--- config.mk ---
export PLATFORM = sky130hd
export DESIGN_NAME = ftb_queue
export DESIGN_NICKNAME = d
export VERILOG_FILES = /design/src/design/ftb_pkg.sv /design/src/design/ftb_queue.sv
export SDC_FILE = /design/constraint.sdc
export NUM_CORES = 1
export LEC_CHECK = 0
export ABC_AREA = 1
export BUFFER_PORTS_ARGS = -buffer_cell sky130_fd_sc_hd__buf_2
export CAP_MARGIN = 20
export CORE_AREA = 10 10 393 395
export CTS_CLUSTER_DIAMETER = 40
export DETAILED_ROUTE_END_ITERATION = 6
export DIE_AREA = 0 0 403 405
export PLACE_DENSITY_LB_ADDON = 0.05
export SETUP_SLACK_MARGIN = 0.1
export SLEW_MARGIN = 15
export SYNTH_ARGS = -nofsm -noshare
export SYNTH_HDL_FRONTEND = slang
export SYNTH_SLANG_ARGS = --single-unit
--- constraint.sdc ---
create_clock -name clk -period 71.7 [get_ports clk]
set_clock_uncertainty 0.2 [all_clocks]
set_input_delay 14.34 -clock clk [delete_from_list [all_inputs] [get_ports clk]]
set_output_delay 14.34 -clock clk [all_outputs]
set_load 0.005 [all_outputs]
--- src/design/ftb_pkg.sv ---
// ftb_pkg: shared types and constants for the per-face tangent/bitangent block
// no dependencies; used by every module under design/

package ftb_pkg;

    // store geometry and fixed-point format
    localparam int VERTEX_DEPTH = 4096;
    localparam int FRAC_BITS    = 16;
    localparam int ADDR_W       = $clog2(VERTEX_DEPTH);
    localparam int IDX_W        = 12;
    localparam int VAL_W        = 32;

    // datapath widths: deltas, products, sums of products, divider
    localparam int DELTA_W   = VAL_W + 1;
    localparam int PROD_W    = 2 * DELTA_W;
    localparam int SUM_W     = PROD_W + 1;
    localparam int TOP_W     = SUM_W + FRAC_BITS + 2;
    localparam int DIVISOR_W = SUM_W + 1;
    localparam int QUOT_W    = VAL_W + 1;
    localparam int CMP_W     = DIVISOR_W + QUOT_W;
    localparam int STEP_W    = $clog2(QUOT_W);
    localparam int LANES     = 6;

    typedef enum logic
    {
        OP_LOAD = 1'b0,
        OP_FACE = 1'b1
    } op_t;

    typedef struct packed
    {
        op_t                     operation;
        logic [IDX_W-1:0]        vertex_slot;
        logic signed [VAL_W-1:0] pos_x;
        logic signed [VAL_W-1:0] pos_y;
        logic signed [VAL_W-1:0] pos_z;
        logic signed [VAL_W-1:0] tex_u;
        logic signed [VAL_W-1:0] tex_v;
        logic [IDX_W-1:0]        corner_a;
        logic [IDX_W-1:0]        corner_b;
        logic [IDX_W-1:0]        corner_c;
    } item_t;

    typedef struct packed
    {
        logic [IDX_W-1:0]        target_vertex;
        logic signed [VAL_W-1:0] tangent_x;
        logic signed [VAL_W-1:0] tangent_y;
        logic signed [VAL_W-1:0] tangent_z;
        logic signed [VAL_W-1:0] bitangent_x;
        logic signed [VAL_W-1:0] bitangent_y;
        logic signed [VAL_W-1:0] bitangent_z;
        logic                    degenerate;
        logic                    last_of_face;
    } result_t;

    // one stored vertex
    typedef struct packed
    {
        logic signed [VAL_W-1:0] pos_x;
        logic signed [VAL_W-1:0] pos_y;
        logic signed [VAL_W-1:0] pos_z;
        logic signed [VAL_W-1:0] tex_u;
        logic signed [VAL_W-1:0] tex_v;
    } vertex_t;

    // a fetched face as it travels from front to back
    typedef struct packed
    {
        vertex_t [2:0]          vtx;
        logic [2:0][IDX_W-1:0]  corner;
    } face_t;

    // exact difference of two Q16.16 values
    function automatic logic signed [DELTA_W-1:0] delta(
        input logic signed [VAL_W-1:0] a,
        input logic signed [VAL_W-1:0] b
    );
        return DELTA_W'(a) - DELTA_W'(b);
    endfunction

endpackage

--- src/design/ftb_queue.sv ---
// ftb_queue: two-entry queue of fetched faces between front and back
// uses ftb_pkg::face_t

module ftb_queue
(
    input  logic            clk,
    input  logic            rst_n,
    input  logic            push,
    input  ftb_pkg::face_t  push_data,
    output logic            full,
    input  logic            pop,
    output ftb_pkg::face_t  head,
    output logic            empty
);

    ftb_pkg::face_t entry_reg [2];
    logic           wr_ptr_reg;
    logic           rd_ptr_reg;
    logic [1:0]     count_reg, count_next;

    assign full  = count_reg == 2'd2;
    assign empty = count_reg == 2'd0;
    assign head  = entry_reg[rd_ptr_reg];

    // occupancy
    always_comb
    begin
        count_next = count_reg;
        if (push && !pop)
        begin
            count_next = count_reg + 2'd1;
        end
        else if (pop && !push)
        begin
            count_next = count_reg - 2'd1;
        end
    end

    always_ff @(posedge clk or negedge rst_n)
    begin
        if (!rst_n)
        begin
            wr_ptr_reg <= 1'b0;
            rd_ptr_reg <= 1'b0;
            count_reg  <= 2'd0;
        end
        else
        begin
            count_reg <= count_next;
            if (push)
            begin
                wr_ptr_reg <= !wr_ptr_reg;
            end
            if (pop)
            begin
                rd_ptr_reg <= !rd_ptr_reg;
            end
        end
    end

    // storage
    always_ff @(posedge clk)
    begin
        if (push)
        begin
            entry_reg[wr_ptr_reg] <= push_data;
        end
    end

endmodule

==> flow_metrics.tcl <==
set metrics [dict create \
    nets 3334 \
    fmax_mhz 50.8 \
    area_growth_pct 37.2 \
    core_sq_mm 0.147 \
    cts_tree "yes" \
    drt_iter0_markers 1201 \
    start_kind "flip-flop" \
    largest_register_ffs 1032 \
    multi_input_area_sq_mm 0.00639 \
    ctsResizeCount 0 \
    drt_wl_total_microns 130000 \
    rsz0062_at_grt "false" \
    ys_types 14 \
    grt_pass1_wl_microns 175000 \
    p_per_area_mw_per_mm2 44.5 \
    path_max_fanout 123 \
    final_area_sq_mm 0.0520 \
    start_util_pct 25.8 \
    dr.pass1.iters 4 \
    final_common_cell "buf_2" \
    cts_max_path_buffers 3 \
    final-seq-area_sq_mm 0.0311 \
    synth_warnings 0 \
    antenna_found_initial 159 \
    ctsHoldBuffers 0 \
    drv_cap 0 \
    dieArea_sq_mm 0.163 \
    grt-ovfl-total 0 \
    rows 141 \
    status "finished clean" \
    yosysTopAreaCellShare_pct 81.8 \
    hpwl_microns 94800 \
    ant_nets 0 \
    vias_per_cell 4.22 \
    place_ws_ps 52680 \
    yosysTopAreaCell "edfxtp_1" \
    synth.avg_cell_area_sq_um 23.2 \
    syn-cell-area_sq_mm 0.0379 \
    cts.sinks 1036 \
    n_fill_cell 14100 \
    io_pins 1038 \
    clk_latency_ps 770 \
    synthTopCellsByArea "edfxtp_1 (82%), mux2_2 (11%), mux2_4 (5.2%), buf_2 (0.55%), buf_6 (0.48%)" \
    setup_violations 0 \
    maxSlewHeadroom_pct 14.1 \
    hold_viol 0 \
    post-cts-setup-buffer-count 0 \
    end_kind "output pin" \
    gp_congestion 0.808 \
    grt_pass1_vias 22200 \
    tns_ps 0 \
    via_count 20800 \
    portBuffers 1037 \
    cellLeakagePower_nw 19.7 \
    fin_ws_ps 52010 \
    syn_nets 2152 \
    drcViolationCount 0 \
    path_class "reg -> out" \
    hold_path.class "reg -> reg" \
    seq_area_frac_synth_pct 82.1 \
    ir_worst_vdd_uv 26.5 \
    grt_max_degree 163 \
    maxSlewViolCount 0 \
    syn-instance-count 1631 \
    ys_seq_elements 1036 \
    fp.dieW_microns 403 \
    htree_num_levels 4 \
    clkTransAtPathRegs_ps 50 \
    layout.cells.most_common_list "buf_2 (1037), edfxtp_1 (1032), mux2_2 (386), clkbuf_16 (191), mux2_4 (130)" \
    detail_route.wl_per_cell_microns 26.4 \
    period_share_pct 27.5 \
    cts_root_buffer "clkbuf_16" \
    worstPathArrival_ps 5150 \
    cts_buffers 186 \
    critPathRequiredTime_ps 57160 \
    track_usage_pct 15.2 \
    finalCriticalPeriod_ps 19690 \
    drive_gt1_share_pct 63.3 \
    tightest_slew_ps 1290 \
    chipHeight_microns 405 \
    post_dp_cell_area_sq_mm 0.0453 \
]
-- per-stage QoR --
step	hold slack [ps]	total power, mW	std cells	utilization, %
6_report	317	2.31	4932	35.4
4_1_cts	314	2.37	4900	35.4
3_3_place_gp	283	1.43	4555	30.9
3_5_place_dp	304	1.43	4555	30.9
2_1_floorplan	263	1.23	1631	-
5_1_grt	363	2.42	4917	35.4
-- cell usage after synthesis (all sizes together) --
library cell / n
edfxtp: 1032
xor2: 2
inv: 7
nand2: 5
buf: 58
xnor2: 1
mux2: 516
ha: 1
dfrtp: 4
nand4: 1
nand3: 1
nor2: 3
-- worst max-delay path: stages (launching register included) --
cell and delay, ps:
dfrtp_4 1120, buf_12 660, buf_4 900, buf_4 720, mux2_2 420, buf_2 130
-- final cells by class --
| type | count | share of cell area, % |
|---|---|---|
| Clock buffer | 210 | 9.33 |
| Multi-Input combinational cell | 530 | 12.3 |
| Sequential cell | 1036 | 59.8 |
| Timing Repair Buffer | 1052 | 10.3 |
| Clock inverter | 135 | 3.40 |
| Tap cell | 1930 | 4.64 |
| Inverter | 7 | 0.0650 |
| Antenna cell | 32 | 0.154 |
-- final timing paths --
kind                               from           endpoint  slack (ps)  depth (start not counted)
min in group asynchronous         rst_n       count_reg[0]       13160                          1
setup reg to reg             wr_ptr_reg  entry_reg[0][166]       66960                          5
hold / removal             count_reg[1]       count_reg[1]         320                          2
hold reg to reg            count_reg[1]       count_reg[1]         320                          2
max in group asynchronous         rst_n         rd_ptr_reg       57980                          1
setup / recovery             rd_ptr_reg          head[278]       52010                          5
-- cells by family (layout without fill, tap and decap cells) --
kind of cell | Yosys count | count (layout) | synth area share, %
fa+ha+maj | 1 | 1 | 0.0330
buf+inv | 65 | 1404 | 1.10
xor+xnor | 3 | 3 | 0.0694
simple gates | 10 | 10 | 0.109
mux | 516 | 516 | 16.6
flops | 1036 | 1036 | 82.1
other cells | 0 | 32 | 0
-- routing by layer --
layer  GRT usage (%)  part of all wire, %  vias to the layer above
met5               0                 0.49                        -
met4            6.13                  3.8                      102
met3            7.19                   10                      417
met2            26.5                   50                     1010
met1            15.8                   35                    10300
li1                -                    -                     9030
-- power by group --
group	internal, mW	leakage [nW]	switching [mW]	total, mW
sequential	0.806	9.73	0.0332	0.840
combinational	0.250	6.83	0.307	0.557
clock	0.605	3.17	0.312	0.916
total	1.66	19.7	0.651	2.31
Note: power is estimated with default switching activity, not from simulation.
